[config.mk]
export PLATFORM = sky130hd
export DESIGN_NAME = frame_header_metadata_parser
export DESIGN_NICKNAME = d
export VERILOG_FILES = /design/src/design/fhmp_pkg.sv /design/src/design/fhmp_parse.sv /design/src/design/fhmp_outq.sv /design/src/design/frame_header_metadata_parser.sv
export SDC_FILE = /design/constraint.sdc
export NUM_CORES = 2
export LEC_CHECK = 0
export BUFFER_PORTS_ARGS = -buffer_cell sky130_fd_sc_hd__buf_2
export CAP_MARGIN = 15
export CORE_MARGIN = 4
export CORE_UTILIZATION = 26
export DETAILED_ROUTE_END_ITERATION = 12
export PLACE_DENSITY = 0.41
export SYNTH_ARGS = -nofsm -noshare
export SYNTH_HDL_FRONTEND = slang
export SYNTH_SLANG_ARGS = --single-unit
[constraint.sdc]
create_clock -name i_clk -period 38.5 [get_ports i_clk]
set_clock_uncertainty 0.15 [all_clocks]
set_input_delay 0 -clock i_clk [delete_from_list [all_inputs] [get_ports i_clk]]
set_output_delay 0 -clock i_clk [all_outputs]
set_load 0.03 [all_outputs]
[src/design/fhmp_pkg.sv]
// ----------------------------------------------------------------------------
// fhmp_pkg: frame header / metadata parser shared definitions
// Constants, status codes, register indexes and the config / result structs.
// ----------------------------------------------------------------------------
package fhmp_pkg;

    // Frame layout
    localparam int unsigned HEADER_BYTES = 14;
    localparam logic [7:0]  MAGIC_BYTE   = 8'h4B;
    localparam logic [2:0]  MAJOR_MASK   = 3'h7;
    localparam int unsigned MAJOR_SHIFT  = 5;

    // Result queue depth (at least two)
    localparam int unsigned QUEUE_DEPTH  = 4;

    // Result kinds
    localparam logic KIND_BODY    = 1'b0;
    localparam logic KIND_SUMMARY = 1'b1;

    // Summary status codes
    localparam logic [2:0] ST_OK         = 3'd0;
    localparam logic [2:0] ST_SHORT_HDR  = 3'd1;
    localparam logic [2:0] ST_BAD_MAGIC  = 3'd2;
    localparam logic [2:0] ST_BAD_VER    = 3'd3;
    localparam logic [2:0] ST_SHORT_META = 3'd4;
    localparam logic [2:0] ST_CAPACITY   = 3'd5;

    // Configuration port
    localparam int unsigned CFG_IDX_W  = 3;
    localparam int unsigned CFG_DATA_W = 16;

    localparam logic [CFG_IDX_W-1:0] CFG_MAJOR    = 3'd0;
    localparam logic [CFG_IDX_W-1:0] CFG_CAPACITY = 3'd1;
    localparam logic [CFG_IDX_W-1:0] CFG_FRAG_BIT = 3'd2;
    localparam logic [CFG_IDX_W-1:0] CFG_ACK_BIT  = 3'd3;
    localparam logic [CFG_IDX_W-1:0] CFG_PRI_BIT  = 3'd4;
    localparam logic [CFG_IDX_W-1:0] CFG_TS_BIT   = 3'd5;

    // Register reset values
    localparam logic [2:0]  RST_MAJOR    = 3'd1;
    localparam logic [15:0] RST_CAPACITY = 16'hFFFF;
    localparam logic [3:0]  RST_FRAG_BIT = 4'd0;
    localparam logic [3:0]  RST_ACK_BIT  = 4'd1;
    localparam logic [3:0]  RST_PRI_BIT  = 4'd2;
    localparam logic [3:0]  RST_TS_BIT   = 4'd3;

    typedef struct packed {
        logic [2:0]  major;
        logic [15:0] capacity;
        logic [3:0]  frag_bit;
        logic [3:0]  ack_bit;
        logic [3:0]  pri_bit;
        logic [3:0]  ts_bit;
    } t_cfg;

    typedef struct packed {
        logic        out_kind;
        logic [15:0] payload;
        logic [2:0]  status;
        logic [7:0]  channel_id;
        logic [7:0]  frame_kind;
        logic [7:0]  version_byte;
        logic [15:0] flag_word;
        logic [63:0] packet_number;
        logic [31:0] fragment_info;
        logic [63:0] ack_number;
        logic [7:0]  priority_level;
        logic [63:0] time_ms;
    } t_result;

endpackage

[src/design/fhmp_parse.sv]
// ----------------------------------------------------------------------------
// fhmp_parse: per-byte frame parser
// Holds the frame state, decodes one byte per fire and produces up to two
// result items (a body byte and/or the end-of-frame summary).
// ----------------------------------------------------------------------------
module fhmp_parse
    import fhmp_pkg::*;
(
    input  logic       i_clk,
    input  logic       i_rst_n,
    input  t_cfg       i_cfg,
    input  logic       i_fire,
    input  logic [7:0] i_byte,
    input  logic       i_last,
    output t_result    o_res0,
    output t_result    o_res1,
    output logic [1:0] o_push_cnt
);

    // Frame state
    logic [15:0] r_pos, n_pos;
    logic        r_bad_magic, n_bad_magic;
    logic        r_bad_ver, n_bad_ver;
    logic        r_excess, n_excess;
    logic [7:0]  r_version, n_version;
    logic [7:0]  r_channel, n_channel;
    logic [7:0]  r_type, n_type;
    logic [15:0] r_flags, n_flags;
    logic [63:0] r_packet, n_packet;
    logic [31:0] r_frag, n_frag;
    logic [63:0] r_ack, n_ack;
    logic [7:0]  r_pri, n_pri;
    logic [63:0] r_time, n_time;
    logic [15:0] r_body_cnt, n_body_cnt;

    // Metadata layout from the presence flags
    logic        has_frag, has_ack, has_pri, has_ts;
    logic [4:0]  s_ack, s_pri, s_ts, meta_len;
    logic [15:0] rel, sum_rel;
    logic [4:0]  rel5;
    logic        body_emit;
    logic [2:0]  sum_status;
    t_result     body_res, sum_res;

    assign has_frag = r_flags[i_cfg.frag_bit];
    assign has_ack  = r_flags[i_cfg.ack_bit];
    assign has_pri  = r_flags[i_cfg.pri_bit];
    assign has_ts   = r_flags[i_cfg.ts_bit];

    assign s_ack    = has_frag ? 5'd4 : 5'd0;
    assign s_pri    = s_ack + (has_ack ? 5'd8 : 5'd0);
    assign s_ts     = s_pri + (has_pri ? 5'd1 : 5'd0);
    assign meta_len = s_ts + (has_ts ? 5'd8 : 5'd0);

    assign rel  = r_pos - 16'(HEADER_BYTES);
    assign rel5 = rel[4:0];

    // Byte decode and summary build
    always_comb begin
        n_pos      = r_pos;
        n_bad_magic = r_bad_magic;
        n_bad_ver  = r_bad_ver;
        n_excess   = r_excess;
        n_version  = r_version;
        n_channel  = r_channel;
        n_type     = r_type;
        n_flags    = r_flags;
        n_packet   = r_packet;
        n_frag     = r_frag;
        n_ack      = r_ack;
        n_pri      = r_pri;
        n_time     = r_time;
        n_body_cnt = r_body_cnt;
        body_emit  = 1'b0;
        o_res0     = '0;
        o_res1     = '0;
        o_push_cnt = 2'd0;
        sum_status = ST_OK;
        sum_res    = '0;
        sum_rel    = '0;

        body_res          = '0;
        body_res.out_kind = KIND_BODY;
        body_res.payload  = {8'd0, i_byte};

        if (i_fire) begin
            if (r_pos == 16'hFFFF) begin
                // frame too long: byte dropped
                n_excess = 1'b1;
            end else begin
                if (r_pos < 16'(HEADER_BYTES)) begin
                    case (r_pos[3:0]) inside
                        4'd0: n_bad_magic = (i_byte != MAGIC_BYTE);
                        4'd1: begin
                            n_version = i_byte;
                            n_bad_ver = ((i_byte[7:MAJOR_SHIFT] & MAJOR_MASK) != i_cfg.major);
                        end
                        4'd2: n_channel = i_byte;
                        4'd3: n_type    = i_byte;
                        4'd4, 4'd5: n_flags = {r_flags[7:0], i_byte};
                        default: n_packet = {r_packet[55:0], i_byte};
                    endcase
                end else if (rel < {11'd0, meta_len}) begin
                    // metadata in fixed order
                    if (has_frag && (rel5 < 5'd4)) begin
                        n_frag = {r_frag[23:0], i_byte};
                    end else if (has_ack && (rel5 < s_ack + 5'd8)) begin
                        n_ack = {r_ack[55:0], i_byte};
                    end else if (has_pri && (rel5 < s_pri + 5'd1)) begin
                        n_pri = i_byte;
                    end else if (has_ts) begin
                        n_time = {r_time[55:0], i_byte};
                    end
                end else begin
                    // body byte
                    body_emit  = !r_bad_magic && !r_bad_ver && (r_body_cnt < i_cfg.capacity);
                    n_body_cnt = r_body_cnt + 16'd1;
                end
                n_pos = r_pos + 16'd1;
            end

            if (body_emit) begin
                o_res0     = body_res;
                o_push_cnt = 2'd1;
            end

            if (i_last) begin
                // status in precedence order
                sum_rel = n_pos - 16'(HEADER_BYTES);
                if (n_pos < 16'(HEADER_BYTES)) begin
                    sum_status = ST_SHORT_HDR;
                end else if (n_bad_magic) begin
                    sum_status = ST_BAD_MAGIC;
                end else if (n_bad_ver) begin
                    sum_status = ST_BAD_VER;
                end else if (sum_rel < {11'd0, meta_len}) begin
                    sum_status = ST_SHORT_META;
                end else if (n_excess || (n_body_cnt > i_cfg.capacity)) begin
                    sum_status = ST_CAPACITY;
                end

                sum_res.out_kind = KIND_SUMMARY;
                sum_res.status   = sum_status;
                if (sum_status == ST_OK) begin
                    sum_res.payload        = n_body_cnt;
                    sum_res.channel_id     = n_channel;
                    sum_res.frame_kind     = n_type;
                    sum_res.version_byte   = n_version;
                    sum_res.flag_word      = n_flags;
                    sum_res.packet_number  = n_packet;
                    sum_res.fragment_info  = n_frag;
                    sum_res.ack_number     = n_ack;
                    sum_res.priority_level = n_pri;
                    sum_res.time_ms        = n_time;
                end

                if (body_emit) begin
                    o_res1     = sum_res;
                    o_push_cnt = 2'd2;
                end else begin
                    o_res0     = sum_res;
                    o_push_cnt = 2'd1;
                end

                // start the next frame clean
                n_pos       = '0;
                n_bad_magic = 1'b0;
                n_bad_ver   = 1'b0;
                n_excess    = 1'b0;
                n_version   = '0;
                n_channel   = '0;
                n_type      = '0;
                n_flags     = '0;
                n_packet    = '0;
                n_frag      = '0;
                n_ack       = '0;
                n_pri       = '0;
                n_time      = '0;
                n_body_cnt  = '0;
            end
        end
    end

    // State registers
    always_ff @(posedge i_clk) begin
        if (!i_rst_n) begin
            r_pos       <= '0;
            r_bad_magic <= 1'b0;
            r_bad_ver   <= 1'b0;
            r_excess    <= 1'b0;
            r_version   <= '0;
            r_channel   <= '0;
            r_type      <= '0;
            r_flags     <= '0;
            r_packet    <= '0;
            r_frag      <= '0;
            r_ack       <= '0;
            r_pri       <= '0;
            r_time      <= '0;
            r_body_cnt  <= '0;
        end else begin
            r_pos       <= n_pos;
            r_bad_magic <= n_bad_magic;
            r_bad_ver   <= n_bad_ver;
            r_excess    <= n_excess;
            r_version   <= n_version;
            r_channel   <= n_channel;
            r_type      <= n_type;
            r_flags     <= n_flags;
            r_packet    <= n_packet;
            r_frag      <= n_frag;
            r_ack       <= n_ack;
            r_pri       <= n_pri;
            r_time      <= n_time;
            r_body_cnt  <= n_body_cnt;
        end
    end

endmodule

[src/design/fhmp_outq.sv]
// ----------------------------------------------------------------------------
// fhmp_outq: result queue
// Takes up to two result items per cycle, hands out one per cycle on a
// valid/stall output. Reports room when two more items fit.
// ----------------------------------------------------------------------------
module fhmp_outq
    import fhmp_pkg::*;
#(
    parameter int unsigned DEPTH = QUEUE_DEPTH
) (
    input  logic       i_clk,
    input  logic       i_rst_n,
    input  logic [1:0] i_push_cnt,
    input  t_result    i_res0,
    input  t_result    i_res1,
    output logic       o_room,
    output logic       o_valid,
    input  logic       i_stall,
    output t_result    o_head
);

    localparam int unsigned PW = (DEPTH > 1) ? $clog2(DEPTH) : 1;
    localparam int unsigned CW = $clog2(DEPTH + 1);

    t_result        r_mem [DEPTH];
    logic [PW-1:0]  r_wp, n_wp;
    logic [PW-1:0]  r_rp, n_rp;
    logic [CW-1:0]  r_count, n_count;
    logic [PW-1:0]  wp1;
    logic           pop;

    function automatic logic [PW-1:0] ptr_inc(input logic [PW-1:0] p);
        return (p == PW'(DEPTH - 1)) ? '0 : p + PW'(1);
    endfunction

    assign wp1     = ptr_inc(r_wp);
    assign o_valid = (r_count != '0);
    assign o_head  = r_mem[r_rp];
    assign pop     = o_valid && !i_stall;
    assign o_room  = (r_count <= CW'(DEPTH - 2));

    // Pointer and count update
    always_comb begin
        n_wp    = r_wp;
        n_rp    = pop ? ptr_inc(r_rp) : r_rp;
        n_count = r_count + CW'(i_push_cnt) - CW'(pop);
        case (i_push_cnt)
            2'd1:    n_wp = wp1;
            2'd2:    n_wp = ptr_inc(wp1);
            default: n_wp = r_wp;
        endcase
    end

    // Storage writes
    always_ff @(posedge i_clk) begin
        if (i_push_cnt != 2'd0) begin
            r_mem[r_wp] <= i_res0;
        end
        if (i_push_cnt == 2'd2) begin
            r_mem[wp1] <= i_res1;
        end
    end

    always_ff @(posedge i_clk) begin
        if (!i_rst_n) begin
            r_wp    <= '0;
            r_rp    <= '0;
            r_count <= '0;
        end else begin
            r_wp    <= n_wp;
            r_rp    <= n_rp;
            r_count <= n_count;
        end
    end

endmodule

[src/design/frame_header_metadata_parser.sv]
// ----------------------------------------------------------------------------
// frame_header_metadata_parser: byte-serial frame header and metadata parser
// Checks the 14-byte header, captures header and optional metadata fields,
// passes body bytes and closes each frame with a summary item.
// ----------------------------------------------------------------------------
//  channel  | direction | handshake          | payload
//  ---------+-----------+--------------------+---------------------------------
//  input    | in        | i_valid / o_stall  | i_rx_byte, i_frame_end
//  result   | out       | o_valid / i_stall  | o_out_kind ... o_time_ms
//  config   | in        | i_cfg_we           | i_cfg_idx, i_cfg_data
//
// One byte per cycle while the input is not stalled. A byte is registered on
// accept, parsed into the result queue once it has room and handed out from
// there. A frame-end byte that also carries body yields two items, which leave
// one at a time on the single output port; the input stalls while a byte is
// held and the queue has fewer than two free entries. Reset is synchronous and
// empties the queue and the frame state; registers return to their defaults.
// ----------------------------------------------------------------------------
module frame_header_metadata_parser
    import fhmp_pkg::*;
#(
    parameter int unsigned QDEPTH = QUEUE_DEPTH
) (
    input  logic                  i_clk,
    input  logic                  i_rst_n,
    // input items
    input  logic                  i_valid,
    output logic                  o_stall,
    input  logic [7:0]            i_rx_byte,
    input  logic                  i_frame_end,
    // result items
    output logic                  o_valid,
    input  logic                  i_stall,
    output logic                  o_out_kind,
    output logic [15:0]           o_payload,
    output logic [2:0]            o_status,
    output logic [7:0]            o_channel_id,
    output logic [7:0]            o_frame_kind,
    output logic [7:0]            o_version_byte,
    output logic [15:0]           o_flag_word,
    output logic [63:0]           o_packet_number,
    output logic [31:0]           o_fragment_info,
    output logic [63:0]           o_ack_number,
    output logic [7:0]            o_priority_level,
    output logic [63:0]           o_time_ms,
    // configuration writes
    input  logic                  i_cfg_we,
    input  logic [CFG_IDX_W-1:0]  i_cfg_idx,
    input  logic [CFG_DATA_W-1:0] i_cfg_data
);

    t_cfg       r_cfg;
    logic       r_in_valid;
    logic [7:0] r_in_byte;
    logic       r_in_last;
    logic       room;
    logic       fire;
    logic       in_take;
    t_result    res0, res1, head;
    logic [1:0] push_cnt;

    // Configuration registers
    always_ff @(posedge i_clk) begin
        if (!i_rst_n) begin
            r_cfg.major    <= RST_MAJOR;
            r_cfg.capacity <= RST_CAPACITY;
            r_cfg.frag_bit <= RST_FRAG_BIT;
            r_cfg.ack_bit  <= RST_ACK_BIT;
            r_cfg.pri_bit  <= RST_PRI_BIT;
            r_cfg.ts_bit   <= RST_TS_BIT;
        end else if (i_cfg_we) begin
            unique case (i_cfg_idx)
                CFG_MAJOR:    r_cfg.major    <= i_cfg_data[2:0];
                CFG_CAPACITY: r_cfg.capacity <= i_cfg_data[15:0];
                CFG_FRAG_BIT: r_cfg.frag_bit <= i_cfg_data[3:0];
                CFG_ACK_BIT:  r_cfg.ack_bit  <= i_cfg_data[3:0];
                CFG_PRI_BIT:  r_cfg.pri_bit  <= i_cfg_data[3:0];
                CFG_TS_BIT:   r_cfg.ts_bit   <= i_cfg_data[3:0];
                default:      ;
            endcase
        end
    end

    // Input register: parse fires when the queue can take two items
    assign fire    = r_in_valid && room;
    assign o_stall = r_in_valid && !room;
    assign in_take = i_valid && !o_stall;

    always_ff @(posedge i_clk) begin
        if (!i_rst_n) begin
            r_in_valid <= 1'b0;
        end else if (in_take) begin
            r_in_valid <= 1'b1;
        end else if (fire) begin
            r_in_valid <= 1'b0;
        end
    end

    always_ff @(posedge i_clk) begin
        if (in_take) begin
            r_in_byte <= i_rx_byte;
            r_in_last <= i_frame_end;
        end
    end

    fhmp_parse u_parse (
        .i_clk      (i_clk),
        .i_rst_n    (i_rst_n),
        .i_cfg      (r_cfg),
        .i_fire     (fire),
        .i_byte     (r_in_byte),
        .i_last     (r_in_last),
        .o_res0     (res0),
        .o_res1     (res1),
        .o_push_cnt (push_cnt)
    );

    fhmp_outq #(
        .DEPTH (QDEPTH)
    ) u_outq (
        .i_clk      (i_clk),
        .i_rst_n    (i_rst_n),
        .i_push_cnt (push_cnt),
        .i_res0     (res0),
        .i_res1     (res1),
        .o_room     (room),
        .o_valid    (o_valid),
        .i_stall    (i_stall),
        .o_head     (head)
    );

    // Result fields
    assign o_out_kind       = head.out_kind;
    assign o_payload        = head.payload;
    assign o_status         = head.status;
    assign o_channel_id     = head.channel_id;
    assign o_frame_kind     = head.frame_kind;
    assign o_version_byte   = head.version_byte;
    assign o_flag_word      = head.flag_word;
    assign o_packet_number  = head.packet_number;
    assign o_fragment_info  = head.fragment_info;
    assign o_ack_number     = head.ack_number;
    assign o_priority_level = head.priority_level;
    assign o_time_ms        = head.time_ms;

endmodule

==> impl_metrics.yaml <==
timing:
  period_share_pct: 22.0
  report.final.slew_viol_count: 0
  setup_viol: 0
  slew_headroom_pct: 17.6
  rsz0062_at_grt: "no"
  setup_tns_ns: 0
  tightest_slew_ns: 1.23
  timing.fmax_mhz: 118
  hold_viol: 0
  post-route-min-period_ns: 8.48
layout:
  area.growth.synth_to_final_pct: 17.9
  drive_gt1_share_pct: 19.0
  final_net_count: 5285
  multi_input_area_um2: 21800
  seq_area_um2: 42400
  nFillCells: 25233
power:
  leakagePower_uw: 0.0253
  ir_worst_vdd_mv: 0.0447
  p_total_uw: 4260
  pwr_density_cell_nw_per_um2: 54.9
synthesis:
  synth-main-ff-cell: "edfxtp_1"
  synth_seq_cells: 1529
  synth_fp_nets: 4967
  synthCells: 4871
  synth-edff-count: 1177
  synth-seq-area-share_pct: 64.4
  async_flop_share_pct: 0
  yosys_warnings: 0
  yosysTopAreaCell: "edfxtp_1"
  syn_area_um2: 65800
  avgSynthCellArea_um2: 13.5
  synthTopCellsByArea: "edfxtp_1 (54%), dfxtp_1 (11%), mux4_2 (11%)"
  synth_cell_types: 70
  netlist.area_leader.share_pct: 53.7
global_routing:
  grt_pass1_wl_mm: 313
  grt_pass1_vias: 42580
  grt_max_degree: 161
  grt_use_total_pct: 16.2
  antenna_found_initial: 21
  grt.overflow.total: 0
placed_design:
  routabilityCongestion: 0.805
  port_buffers: 326
  dp_hpwl_mm: 123
die:
  die_h_um: 511
  rows: 184
  core-area_um2: 252000
  start_util_pct: 26.2
  top_level_ports: 327
  die_w_um: 511
  dieArea_um2: 261000
clock_tree:
  clock-root-buffer: "clkbuf_16"
  htreeDepth: 4
  cts_sinks: 1529
  clk_latency_ns: 0.81
  post_cts_buffers: 0
  clk_pin_slew_ns: 0.06
  clk_path_buf_depth: 3
  numCtsBuffers: 181
  cts_tree: "done"
setup_path:
  setup.worst_path.class: "register to register"
  critical_path_arrival_ns: 8.82
  critPathCaptureType: "register"
  path_max_fanout: 130
  cp.required_ns: 38.84
  cp-start-kind: "register"
outcome:
  outcome: "complete, no violations"
hold_path:
  min-delay-path-class: "input port to register"
route:
  wire_per_inst_um: 24.9
  via_per_inst: 4.81
  first_iter_violations: 3567
  num_vias: 41849
  postRouteAntennaNets: 0
  totalWireLength_mm: 216
  dr.pass1.iters: 6
  drc_errors: 0
run:
  drv_cap: 0
## layout by cell type (no fill, tap or decap), drive strengths merged, types with 5 or more instances in the layout
cell type / count
a21oi: 130
dfxtp: 352
o21ai: 46
and2: 9
xor2: 15
nor2: 1423
nand4: 27
bufinv: 5
o22ai: 21
a22oi: 95
xnor2: 25
buf: 404
nor3: 25
clkinv: 47
a31oi: 9
nand2: 106
or2: 5
nand3: 24
mux2i: 305
ha: 62
and3: 8
a32o: 58
a21o: 11
o2bb2ai: 20
nand2b: 9
nor4: 12
o211ai: 22
a211oi: 8
dlygate4sd3: 91
edfxtp: 1177
clkbuf: 278
or4: 6
mux2: 6
inv: 67
mux4: 309
nor2b: 16
or3: 8
a22o: 57
## layout make-up
| type | count | share of cell area, % |
|---|---|---|
| Tap cell | 3348 | 5.40 |
| Inverter | 61 | 0.301 |
| Multi-Input combinational cell | 2921 | 28.0 |
| Antenna cell | 3 | 0.00967 |
| Sequential cell | 1529 | 54.6 |
| Clock inverter | 59 | 0.658 |
| Clock buffer | 278 | 6.74 |
| Timing Repair Buffer | 495 | 4.24 |
## synthesized netlist by cell type (15+ instances only)
master / count
nor3_1: 24
buf_1: 76
a22oi_1: 95
dfxtp_1: 352
nor2_1: 1419
mux2i_1: 305
o22ai_1: 21
o211ai_1: 22
nand3_1: 24
nand4_1: 27
buf_2: 139
clkbuf_1: 132
o2bb2ai_1: 20
inv_1: 60
mux4_2: 309
a32o_1: 58
nand2_1: 105
o21ai_0: 43
xnor2_1: 25
xor2_1: 15
nor2b_1: 16
a22o_1: 57
ha_1: 62
a21oi_1: 130
edfxtp_1: 1177
## registers in the layout, summed over array words and instances, names as in the netlist, named ones only
register	flops
u_outq.r_mem	1168
u_parse.r_ack	64
u_parse.r_packet	64
u_parse.r_time	64
r_cfg	35
u_parse.r_frag	32
u_parse.r_body_cnt	16
u_parse.r_flags	16
u_parse.r_pos	16
r_in_byte	8
u_parse.r_channel	8
u_parse.r_pri	8
u_parse.r_type	8
u_parse.r_version	8
u_outq.r_count	3
u_outq.r_rp	2
u_outq.r_wp	2
r_in_last	1
r_in_valid	1
u_parse.r_bad_magic	1
u_parse.r_bad_ver	1
u_parse.r_excess	1
## layer usage
layer	up-vias	GRT usage, %	part of all wire, %
met5	-	0	0
met1	21714	22.4	45
met4	0	4.28	2.4
li1	18701	-	-
met2	1170	25.9	47
met3	264	3.09	5.6
## stage by stage
stage,utilization [%],setup slack (ns),area (µm²),hold slack (ns),cells
final,30.8,30.02,77600,0.137,8694
after global routing,30.8,29.55,77600,0.0976,8693
after CTS,30.8,29.92,77600,0.0547,8689
after detailed placement,28.2,29.94,70900,0.0286,8261
after global placement,28.2,30.09,70900,0.0275,8261
after floorplan,-,12.50,65800,-0.0511,4871
## cells by family (layout without fill, tap and decap cells)
kind of cell               Yosys count  in the layout  synth area share [%]
AOI/OAI and AO/OA                  503            503                  5.43
xor gates and xnor gates            40             40                 0.532
adders and majority gates           63             63                  1.21
buffers and inverters              421            893                  2.81
DFF                               1529           1529                  64.4
muxes                              620            620                  15.3
other                                0              3                     0
and+or+nand+nor                   1695           1695                  10.3
## worst max-delay path, stage by stage (launching register included)
cell and delay (ns):
dfxtp_1 0.48, mux4_2 0.55, mux4_2 0.54, ha_1 0.31
inv_1 0.06, ha_1 0.29, o21a_1 0.14, nand4b_1 0.10
o211ai_1 0.24, nor2_2 0.18, nor4_1 0.32, buf_4 0.21
nand2_1 0.09, xor2_1 0.48, inv_1 0.09, ha_1 0.33
nand4_1 0.13, nor2_1 0.20, a31oi_1 0.11, a21oi_1 0.46
a311oi_2 0.25, nand2_4 0.60, buf_4 0.78, buf_12 0.62
nor2_1 0.10
## what timing repair did
item	4_1_cts	5_1_grt
endpoints found under the hold margin	71	0
endpoints found under the setup margin	0	0
gates resized for setup	0	0
hold buffers	91	0
## power breakdown
part           switching, µW  leakage [µW]  internal, µW  total (µW)
combinational            530       0.00807           248         777
clock                    703       0.00280           969        1670
sequential              18.2        0.0145          1800        1810
total                   1250        0.0253          3010        4260
## path summary, 6_finish.rpt
path / slack [ns] / to / cells past startpoint / from
setup / recovery: 30.02 / u_outq.r_mem[2][108] / 24 / r_cfg[8]
hold / removal: 0.14 / r_cfg[5] / 3 / i_rst_n
hold reg to reg: 0.33 / u_parse.r_pri[1] / 2 / u_parse.r_pri[1]
setup reg to reg: 30.02 / u_outq.r_mem[2][108] / 24 / r_cfg[8]
Power figures use the tool's default switching activity.
